File: config.mk
export PLATFORM = sky130hd
export DESIGN_NAME = joystick_port_with_analog_sequencer
export DESIGN_NICKNAME = d
export VERILOG_FILES = /design/src/jsq_pkg.sv /design/src/joystick_port_with_analog_sequencer.sv /design/src/jsq_padram.sv /design/src/jsq_ctrl.sv
export SDC_FILE = /design/constraint.sdc
export NUM_CORES = 1
export LEC_CHECK = 0
export ABC_AREA = 1
export BUFFER_PORTS_ARGS = -buffer_cell sky130_fd_sc_hd__buf_2
export CORE_MARGIN = 3
export CORE_UTILIZATION = 54
export CTS_CLUSTER_DIAMETER = 150
export DETAILED_ROUTE_END_ITERATION = 10
export PLACE_DENSITY = 0.76
export SYNTH_ARGS = -nofsm -noshare
export SYNTH_HDL_FRONTEND = slang
export SYNTH_HIERARCHICAL = 1
export SYNTH_SLANG_ARGS = --single-unit
export TNS_END_PERCENT = 10
File: constraint.sdc
create_clock -name clk -period 3.5 [get_ports clk]
set_input_delay 1.05 -clock clk [delete_from_list [all_inputs] [get_ports clk]]
set_output_delay 1.05 -clock clk [all_outputs]
set_load 0.03 [all_outputs]
File: src/jsq_pkg.sv
`timescale 1ns / 1ps
`default_nettype none

package jsq_pkg;

    localparam int PORTS          = 2;
    localparam int BYTES_PER_PORT = 12;
    localparam int MEM_DEPTH      = PORTS * BYTES_PER_PORT;
    localparam int MEM_AW         = $clog2(MEM_DEPTH);

    localparam logic [3:0] SLOT_END   = 4'd13;
    localparam logic [3:0] SLOT_LAST  = 4'd12;
    localparam logic [7:0] LATENCY    = 8'd3;
    localparam logic [7:0] BYTE_IDLE  = 8'hff;
    localparam logic [MEM_AW-1:0] PORT1_BASE = MEM_AW'(BYTES_PER_PORT);

    typedef enum logic [1:0] {
        CMD_READ  = 2'd0,
        CMD_WRITE = 2'd1,
        CMD_LOAD  = 2'd2
    } cmd_t;

    localparam logic [2:0] PAD_TWO_BUTTON = 3'd0;
    localparam logic [2:0] PAD_MD         = 3'd1;
    localparam logic [2:0] PAD_SFC        = 3'd2;
    localparam logic [2:0] PAD_CYBER_DIG  = 3'd3;
    localparam logic [2:0] PAD_CYBER_ANA  = 3'd4;

    localparam logic [2:0] REG_PORT0_TYPE  = 3'd0;
    localparam logic [2:0] REG_PORT1_TYPE  = 3'd1;
    localparam logic [2:0] REG_SWAP_PORTS  = 3'd2;
    localparam logic [2:0] REG_KEY_ENABLE  = 3'd3;
    localparam logic [2:0] REG_KEY_SECOND  = 3'd4;

    typedef struct packed {
        logic              wr_en;
        logic              rd_en;
        logic [MEM_AW-1:0] addr;
        logic [7:0]        wdata;
    } mem_req_t;

    typedef struct packed {
        logic       force_idle;
        logic [7:0] xor_mask;
    } rd_fmt_t;

    typedef struct packed {
        logic [2:0] port0_type;
        logic [2:0] port1_type;
        logic       swap_ports;
        logic       key_enable;
        logic       key_second;
    } cfg_t;

endpackage

`default_nettype wire

File: src/joystick_port_with_analog_sequencer.sv
`timescale 1ns / 1ps
`default_nettype none

// Two-port joystick interface with a sequenced analog pad.
//
// Command channel: a transaction is taken at a rising edge with start high
// and busy low. command selects read (returns one byte), write of the port
// control byte, or load of one of twelve controller bytes per port. Writes
// and loads give no result and leave busy low, so one may follow every cycle.
// A read raises busy for one cycle while the controller byte RAM (24 x 8,
// one synchronous read port) returns its data; read_data is registered from
// the RAM output while busy is high and shows with read_valid for exactly one cycle.
// No command is taken while busy is high, so reads cannot come back to back.
// The receiver cannot stall: read_valid is a single-cycle strobe.
//
// Configuration: APB registers at byte addresses 0,4,8,12,16 hold the pad
// type of port 0 and port 1, port swap, key XOR enable and key port select.
// Writes are single-cycle on the access phase; pready is tied high.
//
// Reset: all controller bytes read as 0xff (per-entry valid bits), control
// bytes and analog slots clear, slot latency reloads, registers clear.

module joystick_port_with_analog_sequencer
    import jsq_pkg::*;
(
    input  wire logic        clk,
    input  wire logic        rst_n,
    // configuration
    input  wire logic        psel,
    input  wire logic        penable,
    input  wire logic        pwrite,
    input  wire logic [4:0]  paddr,
    input  wire logic [31:0] pwdata,
    output logic [31:0]      prdata,
    output logic             pready,
    // command channel
    input  wire logic        start,
    output logic             busy,
    input  wire logic [1:0]  command,
    input  wire logic        port,
    input  wire logic [7:0]  data,
    input  wire logic [3:0]  byte_index,
    input  wire logic [7:0]  key_bits,
    // result
    output logic             read_valid,
    output logic [7:0]       read_data
);

    cfg_t       cfg_reg;
    cfg_t       cfg_next;
    logic [2:0] reg_idx;
    logic       cfg_wr;

    logic       accept;
    logic       busy_reg;
    rd_fmt_t    fmt;
    rd_fmt_t    fmt_reg;
    mem_req_t   mem_req;
    logic [7:0] mem_rdata;
    logic [7:0] read_data_reg;
    logic [7:0] read_data_next;
    logic       read_valid_reg;

    // ---------------- APB register file ----------------
    assign pready  = 1'b1;
    assign reg_idx = paddr[4:2];
    assign cfg_wr  = psel && penable && pwrite && pready;

    always_comb
    begin
        cfg_next = cfg_reg;
        if (cfg_wr)
        begin
            case (reg_idx)
                REG_PORT0_TYPE: cfg_next.port0_type = pwdata[2:0];
                REG_PORT1_TYPE: cfg_next.port1_type = pwdata[2:0];
                REG_SWAP_PORTS: cfg_next.swap_ports = pwdata[0];
                REG_KEY_ENABLE: cfg_next.key_enable = pwdata[0];
                REG_KEY_SECOND: cfg_next.key_second = pwdata[0];
                default:        cfg_next = cfg_reg;
            endcase
        end
    end

    always_comb
    begin
        case (reg_idx)
            REG_PORT0_TYPE: prdata = {29'd0, cfg_reg.port0_type};
            REG_PORT1_TYPE: prdata = {29'd0, cfg_reg.port1_type};
            REG_SWAP_PORTS: prdata = {31'd0, cfg_reg.swap_ports};
            REG_KEY_ENABLE: prdata = {31'd0, cfg_reg.key_enable};
            REG_KEY_SECOND: prdata = {31'd0, cfg_reg.key_second};
            default:        prdata = '0;
        endcase
    end

    // ---------------- command path ----------------
    assign busy   = busy_reg;
    assign accept = start && !busy_reg;

    // per-port state and RAM address decode, updated at accept
    jsq_ctrl u_ctrl (
        .clk        (clk),
        .rst_n      (rst_n),
        .accept     (accept),
        .command    (command),
        .port       (port),
        .data       (data),
        .byte_index (byte_index),
        .key_bits   (key_bits),
        .cfg        (cfg_reg),
        .mem_req    (mem_req),
        .fmt        (fmt)
    );

    jsq_padram u_padram (
        .clk   (clk),
        .rst_n (rst_n),
        .req   (mem_req),
        .rdata (mem_rdata)
    );

    // RAM data lands during the busy cycle; format and register it
    assign read_data_next = fmt_reg.force_idle ? BYTE_IDLE : (mem_rdata ^ fmt_reg.xor_mask);

    always_ff @(posedge clk or negedge rst_n)
    begin
        if (!rst_n)
        begin
            cfg_reg        <= '0;
            busy_reg       <= 1'b0;
            read_valid_reg <= 1'b0;
        end
        else
        begin
            cfg_reg        <= cfg_next;
            busy_reg       <= accept && (command == CMD_READ);
            read_valid_reg <= busy_reg;
        end
    end

    always_ff @(posedge clk)
    begin
        if (accept)
        begin
            fmt_reg <= fmt;
        end
        if (busy_reg)
        begin
            read_data_reg <= read_data_next;
        end
    end

    assign read_valid = read_valid_reg;
    assign read_data  = read_data_reg;

endmodule

`default_nettype wire

File: src/jsq_padram.sv
`timescale 1ns / 1ps
`default_nettype none

module jsq_padram
    import jsq_pkg::*;
(
    input  wire logic     clk,
    input  wire logic     rst_n,
    input  wire mem_req_t req,
    output logic [7:0]    rdata
);

    logic [7:0]           mem [MEM_DEPTH];
    logic [MEM_DEPTH-1:0] valid_reg;
    logic [MEM_DEPTH-1:0] valid_next;
    logic [7:0]           rdata_reg;
    logic                 hit_reg;
    logic                 hit_next;

    // entries never loaded read as idle (all buttons released)
    always_comb
    begin
        valid_next = valid_reg;
        hit_next   = hit_reg;
        if (req.wr_en)
        begin
            valid_next[req.addr] = 1'b1;
        end
        if (req.rd_en)
        begin
            hit_next = valid_reg[req.addr];
        end
    end

    always_ff @(posedge clk or negedge rst_n)
    begin
        if (!rst_n)
        begin
            valid_reg <= '0;
            hit_reg   <= 1'b0;
        end
        else
        begin
            valid_reg <= valid_next;
            hit_reg   <= hit_next;
        end
    end

    always_ff @(posedge clk)
    begin
        if (req.wr_en)
        begin
            mem[req.addr] <= req.wdata;
        end
        if (req.rd_en)
        begin
            rdata_reg <= mem[req.addr];
        end
    end

    assign rdata = hit_reg ? rdata_reg : BYTE_IDLE;

endmodule

`default_nettype wire

File: src/jsq_ctrl.sv
`timescale 1ns / 1ps
`default_nettype none

module jsq_ctrl
    import jsq_pkg::*;
(
    input  wire logic       clk,
    input  wire logic       rst_n,
    input  wire logic       accept,
    input  wire logic [1:0] command,
    input  wire logic       port,
    input  wire logic [7:0] data,
    input  wire logic [3:0] byte_index,
    input  wire logic [7:0] key_bits,
    input  wire cfg_t       cfg,
    output mem_req_t        mem_req,
    output rd_fmt_t         fmt
);

    logic [7:0] ctrl_reg [PORTS];
    logic [7:0] ctrl_next [PORTS];
    logic [3:0] slot_reg [PORTS];
    logic [3:0] slot_next [PORTS];
    logic [7:0] lat_reg [PORTS];
    logic [7:0] lat_next [PORTS];

    logic [2:0]        pad_type;
    logic [7:0]        ctl;
    logic [3:0]        slot;
    logic [7:0]        lat_dec;
    logic [MEM_AW-1:0] base;
    logic              in_range;
    logic              key_port;

    assign pad_type = port ? cfg.port1_type : cfg.port0_type;
    assign ctl      = ctrl_reg[port];
    assign slot     = slot_reg[port];
    assign lat_dec  = lat_reg[port] - 8'd1;
    assign base     = port ? PORT1_BASE : '0;
    assign in_range = (slot != 4'd0) && (slot <= SLOT_LAST);
    assign key_port = cfg.key_second ? port : !port;

    always_comb
    begin
        mem_req        = '0;
        fmt.force_idle = 1'b1;
        fmt.xor_mask   = '0;
        ctrl_next      = ctrl_reg;
        slot_next      = slot_reg;
        lat_next       = lat_reg;
        case (command)
            CMD_READ:
            begin
                case (pad_type)
                    PAD_CYBER_ANA:
                    begin
                        mem_req.rd_en  = accept && in_range;
                        mem_req.addr   = base + MEM_AW'(slot - 4'd1);
                        fmt.force_idle = !in_range;
                        // slot holds at the end; latency then keeps wrapping
                        if (accept)
                        begin
                            if ((lat_dec == 8'd0) && (slot < SLOT_END))
                            begin
                                slot_next[port] = slot + 4'd1;
                                lat_next[port]  = LATENCY;
                            end
                            else
                            begin
                                lat_next[port] = lat_dec;
                            end
                        end
                    end
                    PAD_MD, PAD_SFC, PAD_CYBER_DIG:
                    begin
                        mem_req.rd_en  = accept;
                        mem_req.addr   = base + ((ctl == BYTE_IDLE) ? MEM_AW'(1) : '0);
                        fmt.force_idle = 1'b0;
                    end
                    PAD_TWO_BUTTON:
                    begin
                        mem_req.rd_en  = accept;
                        mem_req.addr   = (port ^ cfg.swap_ports) ? PORT1_BASE : '0;
                        fmt.force_idle = (ctl == BYTE_IDLE);
                        fmt.xor_mask   = (cfg.key_enable && key_port) ? key_bits : '0;
                    end
                    default:
                    begin
                        fmt.force_idle = 1'b1;
                    end
                endcase
            end
            CMD_WRITE:
            begin
                if (accept && (pad_type <= PAD_CYBER_ANA))
                begin
                    ctrl_next[port] = data;
                    if ((pad_type == PAD_CYBER_ANA) && (data == 8'd0) && (ctl == BYTE_IDLE))
                    begin
                        slot_next[port] = 4'd0;
                        lat_next[port]  = LATENCY;
                    end
                end
            end
            CMD_LOAD:
            begin
                mem_req.wr_en = accept && (byte_index < 4'(BYTES_PER_PORT));
                mem_req.addr  = base + MEM_AW'(byte_index);
                mem_req.wdata = data;
            end
            default:
            begin
                mem_req = '0;
            end
        endcase
    end

    always_ff @(posedge clk or negedge rst_n)
    begin
        if (!rst_n)
        begin
            for (int i = 0; i < PORTS; i++)
            begin
                ctrl_reg[i] <= '0;
                slot_reg[i] <= '0;
                lat_reg[i]  <= LATENCY;
            end
        end
        else
        begin
            ctrl_reg <= ctrl_next;
            slot_reg <= slot_next;
            lat_reg  <= lat_next;
        end
    end

endmodule

`default_nettype wire

# Word-level counts from Yosys, hierarchy flattened

Memories as Yosys holds them, arrays and structs flattened. A register that Yosys moved wholly into a read port is not among the register bits.
Cells that the tools add are included.
Widths: inputs -> output; s select.

Order comparisons: 8
Bitwise operators: 9
Equal/unequal tests: 16
Muxes and demuxes: 47
Reduce and logical (&&, ||, !) cells: 34
Add/sub/neg operators: 6

Operators by type and width:

| operator           | count |
|---|---|
| $mux 8             | 14 |
| $mux 16            | 5 |
| $bwmux 16          | 2 |
| $pmux 16 s2        | 1 |
| $mux 4             | 6 |
| $or 24x24->24      | 1 |
| $pmux 6 s3         | 1 |
| $logic_not 8->1    | 2 |
| $pmux 8 s2         | 1 |
| $pmux 3 s5         | 1 |
| $logic_and 1x1->1  | 14 |
| $and 12x12->12     | 1 |
| $eq 3x2->1 const B | 4 |
| $not 12->12        | 1 |
| $reduce_and 2->1   | 6 |
| $add 5x5->5        | 2 |
| $pmux 5 s2         | 1 |
| $and 8x8->8        | 1 |
| $bwmux 8           | 1 |
| $demux 8 s1        | 1 |
| $eq 8x8->1 const B | 1 |
| $lt 4x4->1 const B | 2 |
| $mux 1             | 8 |
| $ne 2x1->1 const B | 4 |
| other kinds (34)   | 39 |

Logic and storage cells: 139
RAM bits: 192
Input bits: 66
Register bits: 93
Memories: 1
Output and inout bits: 43

Memory list:

| memory       | words | bits a word | rd ports | clocked after memory_dff | write ports | line             | RTL |
|---|---|---|---|---|---|---|---|
| u_padram.mem | 24    | 8           | 1        | 1                        | 1           | jsq_padram.sv:13 | `logic [7:0] mem [MEM_DEPTH];` |

# Logic depth before layout (Yosys ltp)

Gate-level depths: netlist (run 1).

Word-level depth: 14
Mapped depth: 20
Mapped depth without buffers: 17

# Cells and area by module

Netlist (run 1), hierarchy kept.

By module, submodules not included:

| module                              | cells each | area an instance (sq um) | instances |
|---|---|---|---|
| jsq_padram                          | 721        | 8780.9                   | 1 |
| jsq_ctrl                            | 469        | 3116.7                   | 1 |
| joystick_port_with_analog_sequencer | 142        | 1412.6                   | 1 |

# Worst setup path after synthesis (run 1)

No wires, ideal clock.

Kind: in2reg
From: in port
To: mem u_padram.mem[13][0] (enable)
Path slack: -0.794 ns
Arrival time: 3.921 ns
Required time: 3.127 ns
Stages on the path: 16
Path buffers: 2
Cells stage by stage: buf_6 > inv_4 > buf_2 > or2_2 > o21a_1 > inv_1 > ha_1 > inv_1 > fa_1 > xnor2_1 > a21oi_1 > o22ai_1 > inv_1 > nor3_4 > inv_1 > nor2_1

RTL lines:

| what            | line                                      | RTL |
|---|---|---|
| start, declared | joystick_port_with_analog_sequencer.sv:40 | `input wire logic port,` |
| end, declared   | jsq_padram.sv:13                          |  |

==> qor.csv, run 1 <==
stage;metric;value;unit
outcome;outcome;finished, final reports clean;
finish;nFillCells;1751;
place;dp_hpwl;20880;µm
yosys;syn-cell-area;13310;µm²
grt;grt_use_total;23.48;%
clock_network;clk_pin_slew_worst_paths;0.06;ns
clock_network;clock_latency;0.54;ns
die;core-area;23820;µm²
yosys;synth_top_family_by_area;simple AND/OR/NAND/NOR gates;
finish;register_area;8423;µm²
place;place_congestion;0.9174;
finish;largest_reg_flops;192;
finish;multi_input_area;4384;µm²
routing;m1WireLength;13060;µm
yosys;synth.distinct_cells;49;
yosys;synth.avg_cell_area;9.993;µm²
die;die_h;163;µm
sta;fin_skew;0.006882;ns
finish;final_cells;1811;
die;dieArea;26570;µm²
sta;finalCriticalPeriod;3.374;ns
yosys;synth_seq_area_share;63.28;%
die;rows;56;
yosys;synth_ff_type;edfxtp_1;
pwr;intPower;6349;µW
routing;dr_wl_met3;2171;µm
place;io_buffers;47;
pwr;p_per_area;549.3;nW/µm²
finish;final_cell_mix;nand2_1 (478), edfxtp_1 (217), inv_1 (89), buf_4 (78), dfrtp_1 (72);
die;num_io_pins;109;
clock_network;ctsRootBufferMaster;clkbuf_16;
die;die_w;163;µm
critical_path;crit_buf_inv;6;
sta;finalHoldViolCount;0;
sta;min_period_over_period;96.40;%
yosys;ys_ff_latch;293;
critical_path;crit_chain;buf_2 -> inv_8 -> or2_4 -> o21a_1 -> inv_2 -> ha_4 -> inv_2 -> fa_2 -> o211ai_1 -> buf_4 -> nor3_4 -> buf_4 -> nand2_1 -> nand2_1 -> nor2_1 -> nand2_1;
routing;remaining_drc_errors;0;
pwr;pwr-share-seq;47.4;%
yosys;synth_edf_count;217;
critical_path;cp-start-kind;primary input;
pwr;leakagePower;0.006614;µW
grt;grt_max_degree;77;
yosys;synthMuxAreaShare;0;%
yosys;synthAdderAreaFrac;1.147;%
clock_network;cts_buffers;29;
sta;fin_ws;0.1259;ns
routing;dr.pass1.iters;7;
critical_path;critPathKind;in -> reg;
critical_path;cp_max_fo;6;
routing;wl_per_cell;16.90;µm
grt;grt_overflow;0;
routing;vias;9640;
min_path;hold_class;reg -> reg;
finish;diodes;0;
place;dp_slack;-0.3887;ns
place;dp_cells;1757;
pwr;peakVddDrop;0.0003120;V
sta;rsz0062_at_grt;no;
routing;wl;30610;µm
clock_network;tritoncts;built;
routing;route.met2.wl;14700;µm
critical_path;critPathSlowestCell;fa_2;
critical_path;slowest_delay;0.42;ns
finish;area_growth;19.18;%
grt;grt_pass1_vias;9409;
critical_path;end_kind;flop;
die;start_util;55.87;%
sta;worst_pin_slew;0.9788;ns
grt;grt_pass1_wl;48890;µm
sta;setup_viol;0;
sta;maxSlewViolCount;0;
finish;fin_nets;1546;
grt;grt_antenna_before_repair;0;
routing;ant_nets;0;
routing;drt_iter0_markers;943;
critical_path;critPathMostFrequentCell;nand2_1;
yosys;ys_warn_count;6;
pwr;p_comb_share;17.5;%
yosys;async_flop_share;25.94;%
yosys;synth_compound_area_share;4.352;%
yosys;yosys.area_share.simple;24.65;%
critical_path;cp_top_family;simple AND/OR/NAND/NOR gates;
pwr;swShare;27.13;%
pwr;clkPwrFrac;35.0;%
pwr;switchingPower;2364;µW
clock_network;clk_path_buf_depth;3;
routing;top_layer;met4;
finish;mostFrequentLayoutCell;nand2_1;
clock_network;cts_max_level;1;
flow_run;drv_cap;0;
routing;via_per_inst;5.323;
yosys;synth_xor_area_share;0.3948;%
critical_path;worstPathRequired;3.77;ns
sta;slew_headroom;34.75;%
finish;drive_above_1_share;19.44;%
critical_path;worstPathArrival;3.65;ns
clock_network;cts.sinks;293;
sta;timing.fmax;296.4;MHz
yosys;synth_cells;1332;
-- final cells by class --
class	count	area share (%)
flip-flops and latches	293	53.10
multi-input cells	893	27.64
clock buffers	41	5.261
inverters	104	2.532
well taps	319	2.516
clock inverters	13	0.7809
repair buffers	148	8.172
-- timing repair --
item / in CTS / in global routing
setup endpoints to repair: 0 / 8
gates resized for setup: 0 / 0
hold buffers: 0 / 0
buffers inserted: 0 / 0
-- worst register-to-register path, stage by stage, from the launching register on --
cell and delay [ns]:
dfrtp_1 0.38, or2_4 0.24, o21a_1 0.12, inv_2 0.08, ha_4 0.14, inv_2 0.04
fa_2 0.42, o211ai_1 0.40, buf_4 0.24, nor3_4 0.06, buf_4 0.17, nand2_1 0.07
nand2_1 0.10, nor2_1 0.19, nand2_1 0.13
-- cell usage after synthesis, types with 6 or more instances --
cell type  number  area, µm²
nand4_1        54      337.8
o22ai_1         6      37.54
ha_1            9      112.6
nor2_4          6      67.56
nand2_2        15      93.84
or2_1          15      93.84
inv_2           6      22.52
buf_4          32      240.2
nand3_1        41      205.2
o21ai_0        44      220.2
clkbuf_1       21      78.83
o21ai_1         7      35.03
dfrtp_1        72       1802
inv_1          95      356.6
o211ai_1        9      67.56
nor2_1         93      349.1
edfxtp_1      217       6516
or2_2           9      56.30
a21oi_1        25      125.1
nor3b_1         8      60.06
buf_2          12      60.06
nand2_1       478       1794
-- kinds of logic (layout without fill, tap and decap cells) --
kind of cell	Yosys count	count (layout)
buffers and inverters	174	306
flip-flops	293	293
AND/OR/NAND/NOR	744	744
AO/OA/AOI/OAI	102	102
XOR/XNOR	6	6
adder cells (fa/ha/maj)	11	11
other	2	30
-- metal layers --
metal  vias up  global-route usage [%]
li1       4654                       -
met3        56                   3.230
met5         -                       0
met1      4597                   33.70
met2       333                   37.95
met4         0                   6.690
-- through the flow --
step | TNS [ns] | instance area [µm²] | power (µW) | util (%) | hold WS (ns)
global placement | -60.61 | 14900 | 5659 | 62.56 | 0.4416
global route | 0 | 15860 | 9128 | 66.59 | 0.4755
finish | 0 | 15860 | 8714 | 66.59 | 0.4641
detailed placement | -68.89 | 14900 | 5708 | 62.56 | 0.4528
CTS | 0 | 15860 | 8748 | 66.59 | 0.4666
floorplan | -65.80 | 13630 | 5186 | - | 0.4240
-- path summary, 6_finish.rpt --
| kind | start | endpoint | slack, ns | cells past startpoint |
|---|---|---|---|---|
| max in group asynchronous | rst_n | u_padram/valid_reg[8] | 2.20 | 1 |
| min reg2reg | u_padram/valid_reg[12] | u_padram/valid_reg[12] | 0.46 | 2 |
| max reg2reg | u_ctrl/slot_reg[1] | u_padram/rdata_reg[4] | 0.43 | 14 |
| min in group asynchronous | rst_n | u_ctrl/lat_reg[5] | 0.65 | 1 |
| max | port | u_padram/rdata_reg[4] | 0.13 | 16 |
| min | u_padram/valid_reg[12] | u_padram/valid_reg[12] | 0.46 | 2 |
-- power by group through the flow --
stage | logic [µW] | registers (µW) | clock network (µW)
CTS | 1520 | 4130 | 3100
detailed placement | 1510 | 4200 | 0
global placement | 1470 | 4190 | 0
floorplan | 1030 | 4150 | 0
global route | 1710 | 4160 | 3260
finish | 1530 | 4130 | 3050
Power figures use the tool's default switching activity.
==> run 2, diff against run 1 <==
--- a/config.mk
+++ b/config.mk
@@ -5,13 +5,13 @@
 export SDC_FILE = /design/constraint.sdc
 export NUM_CORES = 1
 export LEC_CHECK = 0
-export ABC_AREA = 1
 export BUFFER_PORTS_ARGS = -buffer_cell sky130_fd_sc_hd__buf_2
 export CORE_MARGIN = 3
 export CORE_UTILIZATION = 54
 export CTS_CLUSTER_DIAMETER = 150
 export DETAILED_ROUTE_END_ITERATION = 10
 export PLACE_DENSITY = 0.76
+export SETUP_SLACK_MARGIN = 0.2
 export SYNTH_ARGS = -nofsm -noshare
 export SYNTH_HDL_FRONTEND = slang
 export SYNTH_HIERARCHICAL = 1
==> run 2 against run 1 <==
Net effect:
- sequential share of layout area increased by 0.075 points
- final cell count decreased by 27%
- global-route usage decreased by 0.80 points
- die area decreased by 2.4%
- largest cell class unchanged
- clock skew increased by 0.013 ns
- setup slack improved by 0.080 ns
- clock power increased by 10%
- first-iteration DRC count decreased by 27%
- design area decreased by 0.14%
- synthesized cell count decreased by 38%
- maximum frequency increased by 2.4%
- non-clock buffer count increased by 5
==> qor.csv, run 2 <==
stage;metric;value;unit
outcome;outcome;finished, final reports clean;
die;num_io_pins;109;
sta;maxSlewViolCount;0;
grt;grt_antenna_before_repair;1;
pwr;p_comb_share;15.0;%
routing;ant_nets;0;
finish;fin_nets;1057;
routing;via_per_inst;5.747;
yosys;yosys.area_share.simple;9.950;%
yosys;synth_top_area_cell;edfxtp_1;
yosys;synth_area_leaders;edfxtp_1 (50%), dfrtp_1 (14%), mux4_2 (8.3%), mux2_2 (3.2%), buf_4 (1.8%);
place;io_buffers;47;
sta;setup_viol;0;
die;die_w;161.0;µm
critical_path;worstPathArrival;3.58;ns
die;core-area;23540;µm²
grt;grt_use_total;22.67;%
finish;diodes;0;
sta;rsz0062_at_grt;yes;
pwr;clkPwrFrac;38.5;%
pwr;peakVddDrop;0.0004659;V
yosys;synth.avg_cell_area;15.69;µm²
sta;hold_slack;0.4667;ns
yosys;syn-cell-area;12980;µm²
yosys;synth_top_family_by_area;multiplexers;
sta;timing.fmax;303.5;MHz
clock_network;clk_path_buf_depth;3;
place;place_congestion;0.8732;
critical_path;end_kind;flop;
die;die_h;161.0;µm
pwr;leakagePower;0.005986;µW
pwr;switchingPower;2196;µW
yosys;synth_cells;827;
yosys;yosysTopAreaCellShare;50.21;%
yosys;ys_ff_latch;293;
yosys;synth_seq_area_share;64.91;%
routing;wl_per_cell;22.15;µm
grt;grt_max_degree;77;
clock_network;clock_latency;0.57;ns
finish;mostFrequentLayoutCell;edfxtp_1;
die;dieArea;25930;µm²
yosys;synth.distinct_cells;76;
clock_network;ctsRootBufferMaster;clkbuf_16;
routing;remaining_drc_errors;0;
clock_network;clk_pin_slew_worst_paths;0.06;ns
yosys;ys_warn_count;6;
finish;final_cell_mix;edfxtp_1 (217), buf_4 (81), dfrtp_1 (72), mux4_2 (49), buf_2 (45);
yosys;synth_xor_area_share;1.012;%
pwr;p_per_area;553.5;nW/µm²
clock_network;cts_buffers;30;
finish;area_growth;22.06;%
yosys;async_flop_share;25.94;%
sta;fin_skew;0.02010;ns
pwr;swShare;25.05;%
yosys;yosys-top-cells-count;edfxtp_1 (217), dfrtp_1 (72), nor2_1 (51), mux4_2 (48), mux2_2 (37);
yosys;synth_edf_count;217;
min_path;hold_class;reg -> reg;
place;dp_hpwl;18680;µm
clock_network;ctsHoldBuffers;0;
critical_path;critPathKind;in -> reg;
grt;grt_overflow;0;
flow_run;drv_cap;0;
critical_path;worstPathRequired;3.78;ns
finish;drive_above_1_share;38.94;%
die;rows;56;
finish;largest_reg_flops;192;
grt;grt_pass1_vias;7795;
critical_path;cp_max_fo;17;
sta;finalCriticalPeriod;3.294;ns
yosys;synth_compound_area_share;5.052;%
clock_network;cts.sinks;293;
sta;slew_headroom;33.32;%
yosys;synth.most_common_cell;edfxtp_1;
yosys;synthAdderAreaFrac;1.176;%
routing;dr.pass1.iters;5;
pwr;intPower;6572;µW
yosys;synth_ff_type;edfxtp_1;
routing;wl;29310;µm
yosys;synthMuxAreaShare;13.97;%
clock_network;tritoncts;built;
routing;drt_iter0_markers;689;
routing;vias;7603;
critical_path;cp-start-kind;primary input;
sta;min_period_over_period;94.13;%
sta;worst_pin_slew;1.000;ns
clock_network;cts_max_level;1;
pwr;total_power;8768;µW
grt;grt_pass1_wl;45420;µm
sta;finalHoldViolCount;0;
die;start_util;55.12;%
pwr;pwr-share-seq;46.5;%
==> run 2: cell count changes after synthesis, sizes merged, moves of 15 or more <==
cell    before  now
mux2         0   41
mux2i        0   15
and2         0   18
nand2      497   33
inv        102   20
nor2       103   51
a22oi        4   19
nand4       54   10
o21ai       52   10
nand3       43   18
nand2b       0   20
mux4         0   52
a21oi       26   11
clkbuf      21    6
==> run 2: per-layer routing <==
metal	GRT usage [%]	wire length [µm]
met1	31.50	12200
met2	38.79	15080
met3	2.949	1475
met4	5.475	559
met5	0	0
==> run 2: repair_timing <==
action / 4_1_cts / 5_1_grt
setup endpoints to repair: 74 / 159
pin swaps: 3 / 8
gates resized for setup: 15 / 11
gates cloned: 1 / 2
setup buffers: 2 / 10
==> run 2: layout make-up <==
type	count	area, µm²
multi-input combinational	482	4524
timing repair buffer	153	1355
clock inverter	23	299.0
tap	319	399.1
inverter	20	77.57
fill	1568	7702
clock buffer	33	762.0
sequential	293	8423
==> run 2: per-stage QoR <==
stage / utilization (%) / setup TNS (ns) / cells / setup slack (ns) / instance area (µm²)
finish: 67.28 / 0 / 1323 / 0.2056 / 15840
CTS: 66.62 / 0 / 1311 / 0.1890 / 15680
detailed placement: 61.62 / -76.22 / 1252 / -0.6203 / 14510
global placement: 61.62 / -67.92 / 1252 / -0.4926 / 14510
floorplan: - / -64.70 / 855 / -0.3597 / 13390
global route: 67.28 / 0 / 1323 / 0.1340 / 15840
==> run 2: worst paths after layout <==
kind,start,endpoint,slack [ns],depth (start not counted)
worst min-delay path,u_padram/valid_reg[1],u_padram/valid_reg[1],0.47,1
max in group asynchronous,rst_n,u_ctrl/slot_reg[0],2.20,1
worst max register to register,u_ctrl/slot_reg[0],u_padram/rdata_reg[4],0.47,14
worst min register to register,u_padram/valid_reg[1],u_padram/valid_reg[1],0.47,1
min in group asynchronous,rst_n,u_ctrl/lat_reg[13],0.67,1
worst max-delay path,port,u_padram/rdata_reg[4],0.21,13
==> run 2: power groups by stage <==
stage | clock network, µW | registers, µW | logic (µW)
3_3_place_gp | 0 | 4140 | 1210
5_1_grt | 3570 | 4110 | 1420
6_report | 3370 | 4080 | 1310
2_1_floorplan | 0 | 4110 | 878
3_5_place_dp | 0 | 4150 | 1240
4_1_cts | 3430 | 4080 | 1280
==> run 2: cells by family (layout without fill, tap and decap cells) <==
family | Yosys count | in the layout
multiplexers | 108 | 108
buffers and inverters | 82 | 229
AO/OA/AOI/OAI | 89 | 89
other | 2 | 30
XOR/XNOR | 15 | 15
AND/OR/NAND/NOR | 227 | 229
flip-flops | 293 | 293
adder cells (fa/ha/maj) | 11 | 11
==> run 2: critical path, stage by stage <==
cell and delay [ns]:
buf_6 0.12, mux2i_4 0.19, buf_4 0.14, buf_4 0.15
ha_1 0.32, nor3_1 0.18, a21oi_1 0.10, nor2_4 0.23
buf_12 0.20, mux4_2 0.32, mux2_2 0.30, nand2_1 0.13
nand3_1 0.15
